`src/rtl/rci_pkg.sv`:
```
// Shared types and constants of the RGB to color index unit.
// No dependencies.
package rci_pkg;

	typedef logic [7:0]  rci_chan_t;
	typedef logic [7:0]  rci_index_t;
	typedef logic [47:0] rci_lanes_t;
	typedef logic [63:0] rci_word_t;
	typedef logic [5:0]  rci_addr_t;

	// Register indexes, one per 8-byte slot
	typedef enum logic [2:0] {
		REG_MODE    = 3'd0,
		REG_CWEIGHT = 3'd1,
		REG_CMASK   = 3'd2,
		REG_AWEIGHT = 3'd3,
		REG_BASE    = 3'd4,
		REG_LIMIT   = 3'd5,
		REG_SCALE   = 3'd6
	} rci_reg_t;

	localparam rci_index_t INDEX_MAX   = 8'd255;
	localparam rci_index_t LIMIT_RESET = 8'd255;

endpackage

```
`src/rtl/rci_stream_if.sv`:
```
// Valid/ready stream interfaces for pixel beats and index beats.
// Depends on rci_pkg.
interface rci_pix_if;
	import rci_pkg::*;
	logic      valid;
	logic      ready;
	rci_chan_t red;
	rci_chan_t green;
	rci_chan_t blue;
	logic      line_end_in;

	modport source (output valid, red, green, blue, line_end_in, input ready);
	modport sink (input valid, red, green, blue, line_end_in, output ready);
endinterface

interface rci_idx_if;
	import rci_pkg::*;
	logic       valid;
	logic       ready;
	rci_index_t color_index;
	logic       line_end_out;

	modport source (output valid, color_index, line_end_out, input ready);
	modport sink (input valid, color_index, line_end_out, output ready);
endinterface

```
`src/rtl/rgb_to_color_index_unit.sv`:
```
// Top level of the RGB to color index unit: APB registers and a four-stage pipeline.
// Depends on rci_pkg and the stream interfaces in rci_stream_if.sv.
//
// channel   direction  beat payload
// pixel     in         red, green, blue, line_end_in
// result    out        color_index, line_end_out
// apb       in/out     64-bit register writes and reads, 8-byte slots
//
// One pixel per clock unless a stall on result fills every stage back to the input.
// Latency is set by the range path: channel products, weighted sum, scale
// product, then base add and limit cap, one register stage each.
// Reset clears valid bits and loads register reset values; no clearing pass.
// A stall on result holds filled stages; empty stages keep accepting pixels.
module rgb_to_color_index_unit (
	input  logic              clk,
	input  logic              arst_n,
	rci_pix_if.sink           pixel,
	rci_idx_if.source         result,
	input  logic              psel,
	input  logic              penable,
	input  logic              pwrite,
	input  rci_pkg::rci_addr_t paddr,
	input  rci_pkg::rci_word_t pwdata,
	output rci_pkg::rci_word_t prdata,
	output logic              pready
);
	import rci_pkg::*;

	// configuration registers
	logic       mode_q;
	rci_lanes_t cweight_q;
	rci_lanes_t cmask_q;
	rci_lanes_t aweight_q;
	rci_index_t base_q;
	rci_index_t limit_q;
	logic [15:0] scale_q;

	logic     wr_en;
	rci_reg_t wr_reg;

	assign pready = 1'b1;
	assign wr_en  = psel && penable && pwrite && pready;
	assign wr_reg = rci_reg_t'(paddr[5:3]);

	always_ff @(posedge clk or negedge arst_n) begin
		if (!arst_n) begin
			mode_q    <= 1'b0;
			cweight_q <= '0;
			cmask_q   <= '0;
			aweight_q <= '0;
			base_q    <= '0;
			limit_q   <= LIMIT_RESET;
			scale_q   <= '0;
		end else if (wr_en) begin
			unique case (wr_reg)
				REG_MODE:    mode_q    <= pwdata[0];
				REG_CWEIGHT: cweight_q <= pwdata[47:0];
				REG_CMASK:   cmask_q   <= pwdata[47:0];
				REG_AWEIGHT: aweight_q <= pwdata[47:0];
				REG_BASE:    base_q    <= pwdata[7:0];
				REG_LIMIT:   limit_q   <= pwdata[7:0];
				REG_SCALE:   scale_q   <= pwdata[15:0];
				default: ;
			endcase
		end
	end

	// register readback
	always_comb begin
		unique case (wr_reg)
			REG_MODE:    prdata = {63'd0, mode_q};
			REG_CWEIGHT: prdata = {16'd0, cweight_q};
			REG_CMASK:   prdata = {16'd0, cmask_q};
			REG_AWEIGHT: prdata = {16'd0, aweight_q};
			REG_BASE:    prdata = {56'd0, base_q};
			REG_LIMIT:   prdata = {56'd0, limit_q};
			REG_SCALE:   prdata = {48'd0, scale_q};
			default:     prdata = '0;
		endcase
	end

	// stage advance: a stage loads when it is empty or its contents move on
	logic v_s1, v_s2, v_s3, v_s4;
	logic en_s1, en_s2, en_s3, en_s4;

	assign en_s4 = !v_s4 || result.ready;
	assign en_s3 = !v_s3 || en_s4;
	assign en_s2 = !v_s2 || en_s3;
	assign en_s1 = !v_s1 || en_s2;
	assign pixel.ready = en_s1;

	always_ff @(posedge clk or negedge arst_n) begin
		if (!arst_n) begin
			v_s1 <= 1'b0;
			v_s2 <= 1'b0;
			v_s3 <= 1'b0;
			v_s4 <= 1'b0;
		end else begin
			if (en_s1) v_s1 <= pixel.valid;
			if (en_s2) v_s2 <= v_s1;
			if (en_s3) v_s3 <= v_s2;
			if (en_s4) v_s4 <= v_s3;
		end
	end

	// stage 1: channel times weight, both modes
	logic [23:0] cprod_s1 [3];
	logic [23:0] aprod_s1 [3];
	logic        le_s1;
	rci_chan_t   ch [3];

	assign ch[0] = pixel.red;
	assign ch[1] = pixel.green;
	assign ch[2] = pixel.blue;

	always_ff @(posedge clk) begin
		if (en_s1) begin
			for (int k = 0; k < 3; k++) begin
				cprod_s1[k] <= cweight_q[16*k +: 16] * ch[k];
				aprod_s1[k] <= aweight_q[16*k +: 16] * ch[k];
			end
			le_s1 <= pixel.line_end_in;
		end
	end

	// stage 2: masked component sum with saturation; range weighted sum
	logic [17:0] csum;
	rci_index_t  cidx_s2;
	logic [25:0] acc_s2;
	logic        le_s2;

	assign csum = 18'(cprod_s1[0][23:8] & cmask_q[15:0])
		+ 18'(cprod_s1[1][23:8] & cmask_q[31:16])
		+ 18'(cprod_s1[2][23:8] & cmask_q[47:32]);

	always_ff @(posedge clk) begin
		if (en_s2) begin
			cidx_s2 <= (csum > 18'(INDEX_MAX)) ? INDEX_MAX : csum[7:0];
			acc_s2  <= 26'(aprod_s1[0]) + 26'(aprod_s1[1]) + 26'(aprod_s1[2]);
			le_s2   <= le_s1;
		end
	end

	// stage 3: scale product, drop 23 fraction bits
	logic [41:0] sprod;
	logic [18:0] scaled_s3;
	rci_index_t  cidx_s3;
	logic        le_s3;

	assign sprod = acc_s2 * scale_q;

	always_ff @(posedge clk) begin
		if (en_s3) begin
			scaled_s3 <= sprod[41:23];
			cidx_s3   <= cidx_s2;
			le_s3     <= le_s2;
		end
	end

	// stage 4: add base, cap at limit; the cap keeps it within 0..255
	logic [19:0] ridx;
	rci_index_t  rcap;
	rci_index_t  idx_s4;
	logic        le_s4;

	assign ridx = 20'(base_q) + 20'(scaled_s3);
	assign rcap = (ridx > 20'(limit_q)) ? limit_q : ridx[7:0];

	always_ff @(posedge clk) begin
		if (en_s4) begin
			idx_s4 <= mode_q ? rcap : cidx_s3;
			le_s4  <= le_s3;
		end
	end

	assign result.valid        = v_s4;
	assign result.color_index  = idx_s4;
	assign result.line_end_out = le_s4;

endmodule

```
`src/flat_wrapper.sv`:
```
// flat-port wrapper written by rule: the top's interface ports become plain ports
module rgb_to_color_index_unit_flat import rci_pkg::*;
  (clk, arst_n, psel, penable, pwrite, paddr, pwdata, prdata, pready, pixel_valid, pixel_red, pixel_green, pixel_blue, pixel_line_end_in, pixel_ready, result_valid, result_color_index, result_line_end_out, result_ready);
  rci_pix_if pixel_i ();
  rci_idx_if result_i ();
  input  logic clk;
  input  logic arst_n;
  input  logic psel;
  input  logic penable;
  input  logic pwrite;
  input  rci_pkg::rci_addr_t paddr;
  input  rci_pkg::rci_word_t pwdata;
  output rci_pkg::rci_word_t prdata;
  output logic pready;
  input wire logic [$bits(pixel_i.valid)-1:0] pixel_valid;
  input wire logic [$bits(pixel_i.red)-1:0] pixel_red;
  input wire logic [$bits(pixel_i.green)-1:0] pixel_green;
  input wire logic [$bits(pixel_i.blue)-1:0] pixel_blue;
  input wire logic [$bits(pixel_i.line_end_in)-1:0] pixel_line_end_in;
  output wire logic [$bits(pixel_i.ready)-1:0] pixel_ready;
  output wire logic [$bits(result_i.valid)-1:0] result_valid;
  output wire logic [$bits(result_i.color_index)-1:0] result_color_index;
  output wire logic [$bits(result_i.line_end_out)-1:0] result_line_end_out;
  input wire logic [$bits(result_i.ready)-1:0] result_ready;
  assign pixel_i.valid = pixel_valid;
  assign pixel_i.red = pixel_red;
  assign pixel_i.green = pixel_green;
  assign pixel_i.blue = pixel_blue;
  assign pixel_i.line_end_in = pixel_line_end_in;
  assign pixel_ready = pixel_i.ready;
  assign result_valid = result_i.valid;
  assign result_color_index = result_i.color_index;
  assign result_line_end_out = result_i.line_end_out;
  assign result_i.ready = result_ready;
  rgb_to_color_index_unit u_core (.clk(clk), .arst_n(arst_n), .pixel(pixel_i), .result(result_i), .psel(psel), .penable(penable), .pwrite(pwrite), .paddr(paddr), .pwdata(pwdata), .prdata(prdata), .pready(pready));
endmodule
```
`config.mk`:
```
export PLATFORM = sky130hd
export DESIGN_NAME = rgb_to_color_index_unit_flat
export DESIGN_NICKNAME = d
export VERILOG_FILES = /design/src/rtl/rci_pkg.sv /design/src/rtl/rci_stream_if.sv /design/src/rtl/rgb_to_color_index_unit.sv /design/src/flat_wrapper.sv
export SDC_FILE = /design/constraint.sdc
export NUM_CORES = 2
export LEC_CHECK = 0
export BUFFER_PORTS_ARGS = -buffer_cell sky130_fd_sc_hd__clkbuf_2
export CORE_ASPECT_RATIO = 0.9
export CORE_MARGIN = 4
export CORE_UTILIZATION = 40
export DETAILED_ROUTE_END_ITERATION = 8
export GPL_ROUTABILITY_DRIVEN = 0
export GPL_TIMING_DRIVEN = 0
export PLACE_DENSITY = 0.58
export REMOVE_ABC_BUFFERS = 1
export SYNTH_ARGS = -nofsm -noshare
export SYNTH_HDL_FRONTEND = slang
export SYNTH_SLANG_ARGS = --single-unit
```
`constraint.sdc`:
```
create_clock -name clk -period 12.2 [get_ports clk]
set_input_delay 1.83 -clock clk [delete_from_list [all_inputs] [get_ports clk]]
set_output_delay 1.83 -clock clk [all_outputs]
set_load 0.005 [all_outputs]
```
**Yosys cells after proc, flatten, opt, wreduce, memory -nomap -nowiden**

Memories as Yosys holds them, arrays and structs flattened.
Index checks and enable logic that the tools add are counted.

- Output and inout bits: 76
- Logic and storage cells: 68
- Bits in writable memories: 144
- Input bits: 102
- Memories: 2
- Register bits: 254

- Multiply operators: 7
- Muxes and demuxes: 5
- Equal/unequal tests: 6
- $add $sub $neg: 5
- $lt $le $gt $ge: 2
- Bitwise logic cells: 3
- Reduce and logical (&&, ||, !) cells: 18

Memories:

| memory | words | bits a word | read ports | clocked after memory_dff | write ports | RTL line | RTL |
|---|---|---|---|---|---|---|---|
| u_core.aprod_s1 | 3 | 24 | 3 | 0 | 3 | rgb_to_color_index_unit.sv:108 | `logic [23:0] aprod_s1 [3];` |
| u_core.cprod_s1 | 3 | 24 | 3 | 0 | 3 | rgb_to_color_index_unit.sv:107 | `logic [23:0] cprod_s1 [3];` |

Operators by type and width:

| cell | number |
|---|---|
| 48-bit case mux with 7 select lines | 1 |
| 16-bit by 8-bit multiplier with 24-bit output | 6 |
| 16-bit bitwise AND | 3 |
| 26-bit by 16-bit multiplier with 42-bit output | 1 |
| 18-bit adder | 2 |
| 26-bit by 24-bit adder with 26-bit output | 1 |
| 24-bit by 24-bit adder with 25-bit output | 1 |
| 8-bit by 19-bit adder with 20-bit output | 1 |
| 20-bit by 8-bit > comparator with 1-bit output | 1 |
| 18-bit by 8-bit > comparator with 1-bit output (second input constant) | 1 |
| 8-bit 2-to-1 mux | 2 |
| 2-bit AND reduction | 7 |
| 3-bit equality test (second input constant) | 3 |
| 3-bit by 2-bit equality test with 1-bit output (second input constant) | 2 |
| 1-bit logical NOT | 4 |
| 1-bit logical OR | 4 |
| 3-bit by 1-bit equality test with 1-bit output (second input constant) | 1 |
| 3-bit logical NOT | 1 |
| 1-bit logical AND | 2 |
| 1-bit 2-to-1 mux | 2 |

**Logic depth before layout (Yosys ltp)**

- Depth after elaboration: 7
- Gate-level depth with buffers: 27
- Mapped depth without buffers: 25

**Worst setup path before layout**

No wires, ideal clock.

- Path kind: input port to output port
- From: in result_ready
- To: out pixel_ready
- Cell stages on the path: 2
- Path slack: 4.929 ns
- Path buffers: 0
- Arrival: 5.441 ns
- Cells stage by stage: nor2b_1 -> nand4_1

- Longest elaborated chain between the ends: 4

RTL lines:

| item | RTL line | RTL |
|---|---|---|
| start: declaration | flat_wrapper.sv:24 | `input wire logic [$bits(result_i.ready)-1:0] result_ready;` |
| 1-bit logical OR | rgb_to_color_index_unit.sv:86 | `assign en_s4 = !v_s4 \|\| result.ready;` |
| 1-bit logical OR | rgb_to_color_index_unit.sv:87 | `assign en_s3 = !v_s3 \|\| en_s4;` |
| 1-bit logical OR | rgb_to_color_index_unit.sv:88 | `assign en_s2 = !v_s2 \|\| en_s3;` |
| 1-bit logical OR | rgb_to_color_index_unit.sv:89 | `assign en_s1 = !v_s1 \|\| en_s2;` |
| end: declaration | flat_wrapper.sv:20 | `output wire logic [$bits(pixel_i.ready)-1:0] pixel_ready;` |

No other way between the ends.

**Worst setup path after layout**

- From: reg u_core.scale_q[7]
- To: reg u_core.scaled_s3[18] (data pin)

- Longest elaborated chain between the ends: 1

RTL lines:

| item | RTL line | RTL |
|---|---|---|
| start: declaration | rgb_to_color_index_unit.sv:36 | `logic [15:0] scale_q;` |
| start signal: assignment | rgb_to_color_index_unit.sv:62 | `REG_SCALE: scale_q <= pwdata[15:0];` |
| 26-bit by 16-bit multiplier with 42-bit output | rgb_to_color_index_unit.sv:150 | `assign sprod = acc_s2 * scale_q;` |
| via u_core.sprod[41] | rgb_to_color_index_unit.sv:145 | `logic [41:0] sprod;` |
| end signal: assignment | rgb_to_color_index_unit.sv:154 | `scaled_s3 <= sprod[41:23];` |
| end: declaration | rgb_to_color_index_unit.sv:146 | `logic [18:0] scaled_s3;` |

The timed path passes the listed nets, and every way through them passes these cells.
A chain may end at the register's enable or synchronous reset.

==> results.sh <==
export IMPL_clock_sinks=374
export IMPL_yosysSeqAreaShare=0.1950
export IMPL_firstDrtPassIters=6
export IMPL_drive_gt1_frac=0.09408
export IMPL_required_ns=12.60
export IMPL_grt_pass1_wl_um=222500
export IMPL_die_h_um=353.3
export IMPL_hold_viol_final=0
export IMPL_drc=0
export IMPL_cts_buffers=46
export IMPL_finalClockSkew_ns=0.04328
export IMPL_slew_headroom=0.003530
export IMPL_post_cts_resized=0
export IMPL_grt_max_degree=97
export IMPL_cts_tree="done"
export IMPL_min_period_ns=7.803
export IMPL_vias=36540
export IMPL_rows=126
export IMPL_preCtsSetupSlack_ns=4.397
export IMPL_failed_checks="capacitance limit"
export IMPL_clk_pin_slew_worst_paths_ns=0.06
export IMPL_cts_setup_buffers=0
export IMPL_min_period_over_period=0.6396
export IMPL_crit_arrival_ns=8.20
export IMPL_area_growth_pct=7.136
export IMPL_start_util=0.4036
export IMPL_cts_root_buf="clkbuf_16"
export IMPL_setup_slack_ns=4.397
export IMPL_core_area_sq_um=131300
export IMPL_synthArstFlopShare=0.4840
export IMPL_nets=6752
export IMPL_yosysWarnings=0
export IMPL_dp_hpwl_um=105900
export IMPL_hold_path_depth=0
export IMPL_die_area_sq_um=138400
export IMPL_groute_usage_overall=0.2033
export IMPL_synth_edf_count=193
export IMPL_tightest_slew_ns=1.495
export IMPL_ff2ff_path_depth=22
export IMPL_htreeDepth=2
export IMPL_synthFlopType="edfxtp_1"
export IMPL_end_kind="flop"
export IMPL_status="complete, but fails checks"
export IMPL_final_setup_tns_ns=0
export IMPL_drt_wirelength_per_cell_um=19.25
export IMPL_insertion_delay_ns=0.65
export IMPL_clk_path_buf_depth=3
export IMPL_netlist_instances=5417
export IMPL_critPathLaunchType="flop"
export IMPL_grt_overflow_total=0
export IMPL_top_level_ports=178
export IMPL_ant_nets=0
export IMPL_antenna_found_initial=9
export IMPL_grt_pass1_vias=38920
export IMPL_synth_avg_cell_area_sq_um=9.784
export IMPL_hp_class="flop to flop"
export IMPL_drv_cap=1
export IMPL_drt_initial_drc_count=2244
export IMPL_netlist_cell_type_count=88
export IMPL_drt_total_wl_um=137000
export IMPL_nFillCells=12650
export IMPL_cp_max_fo=28
export IMPL_maxSlewViolCount=0
export IMPL_routed_via_density=5.132
export IMPL_synthesis_area_sq_um=53000
export IMPL_finalSetupViolCount=0
export IMPL_die_w_um=391.7
export IMPL_grt_setup_unrepaired="false"
export IMPL_cts_hold_buf=0
export IMPL_fmax_mhz=128.2
export IMPL_ys_seq_elements=374
export IMPL_io_buffers=141
export IMPL_critPathKind="flop to flop"
[kinds of logic after synthesis]
group,after synthesis,synth area share
other cells,2,0.0001417
xor+xnor,160,0.02644
simple gates,1661,0.1510
compound gates,489,0.06374
mux,237,0.04998
buf+inv,1195,0.08612
fa+ha+maj,1299,0.4276
flops,374,0.1950
[registers in the layout (all words and copies together), names as in the netlist, 8 cells and up]
name and flops:
u_core.acc_s2 26, u_core.aprod_s1 72, u_core.aweight_q 48, u_core.base_q 8, u_core.cidx_s2 8, u_core.cidx_s3 8
u_core.cmask_q 48, u_core.cprod_s1 48, u_core.cweight_q 48, u_core.limit_q 8, u_core.result.color_index 8, u_core.scale_q 16
u_core.scaled_s3 19
[routing by layer]
| layer | vias to the layer above | part of all wire | track usage |
|---|---|---|---|
| met5 | - | 0.000095 | 0 |
| li1 | 16770 | - | - |
| met4 | 2 | 0.020 | 0.04277 |
| met1 | 18710 | 0.46 | 0.2929 |
| met2 | 909 | 0.46 | 0.3240 |
| met3 | 143 | 0.064 | 0.03330 |
[per-stage QoR]
| stage | cell area, sq um | cells | hold WS [ns] | util |
|---|---|---|---|---|
| CTS | 56760 | 7116 | 0.4236 | 0.4322 |
| finish | 56780 | 7119 | 0.4238 | 0.4324 |
| floorplan | 51880 | 5139 | 0.4003 | - |
| global route | 56780 | 7117 | 0.4264 | 0.4324 |
| detailed placement | 55210 | 7030 | 0.4098 | 0.4204 |
| global placement | 54750 | 7008 | 0.4043 | 0.4169 |
[area by class of cell]
cell class | instances | area [sq um] | share of cell area
multi-input cells | 3863 | 38200 | 0.6728
diodes | 2 | 5.005 | 0.00008814
repair buffers | 164 | 1134 | 0.01996
well taps | 1728 | 2162 | 0.03808
inverters | 902 | 3386 | 0.05962
clock buffers | 68 | 1400 | 0.02466
flip-flops and latches | 374 | 10340 | 0.1820
clock inverters | 18 | 157.7 | 0.002776
[synth_stat cells (all sizes together) (26+ instances only)]
library cell	n	area (sq um)
nand2	757	2841
o21ai	82	421.7
edfxtp	193	5796
ha	445	5568
o21bai	26	198.9
nor3	51	260.3
fa	854	17100
nand3	31	155.2
nor2	172	645.6
inv	902	3386
dfrtp	173	4329
clkbuf	252	949.7
buf	41	229.0
o21a	39	292.8
a21o	56	420.4
mux2	211	2376
a22oi	34	255.2
xnor2	123	1077
a21oi	139	725.7
nor2b	29	181.4
xor2	37	324.1
and2	545	3410
[worst paths after layout]
path	slack, ns	from	endpoint
worst max-delay path	4.40	u_core.scale_q[7]	u_core.scaled_s3[18]
worst min register to register	0.42	u_core.le_s1	u_core.le_s2
min in group asynchronous	1.27	arst_n	u_core.v_s1
max in group asynchronous	9.89	arst_n	u_core.cweight_q[32]
worst min-delay path	0.42	u_core.le_s1	u_core.le_s2
worst max register to register	4.40	u_core.scale_q[7]	u_core.scaled_s3[18]
[cell usage in the layout, fill, tap and decap left out, drive strengths merged, types with 34 or more instances in the layout]
cell type  count
o21ai         82
fa           854
xnor2        123
nand2        757
edfxtp       193
xor2          37
nor2         172
and2         545
inv          907
a22oi         34
nor3          51
a21oi        139
a21o          56
dfrtp        173
o21a          39
ha           445
clkbuf       209
mux2         211
[worst max-delay path, stage by stage (launching register included)]
cell and delay [ns]:
dfrtp_1 1.34, nand2_1 0.25, fa_1 0.62, inv_1 0.05, fa_1 0.48, fa_1 0.58, fa_1 0.44, fa_1 0.49
inv_1 0.05, fa_1 0.47, inv_1 0.04, ha_1 0.29, nand3_1 0.17, nor3_1 0.07, a221oi_1 0.37, a31oi_1 0.28
o21ai_2 0.24, a31oi_2 0.15, a41o_1 0.30, or4_4 0.44, a31oi_4 0.19, o21bai_1 0.09, xnor2_1 0.12
Power is left out: the tool's default activity adds up to more than one toggle a clock period on the data nets, which glitch-free logic cannot reach.
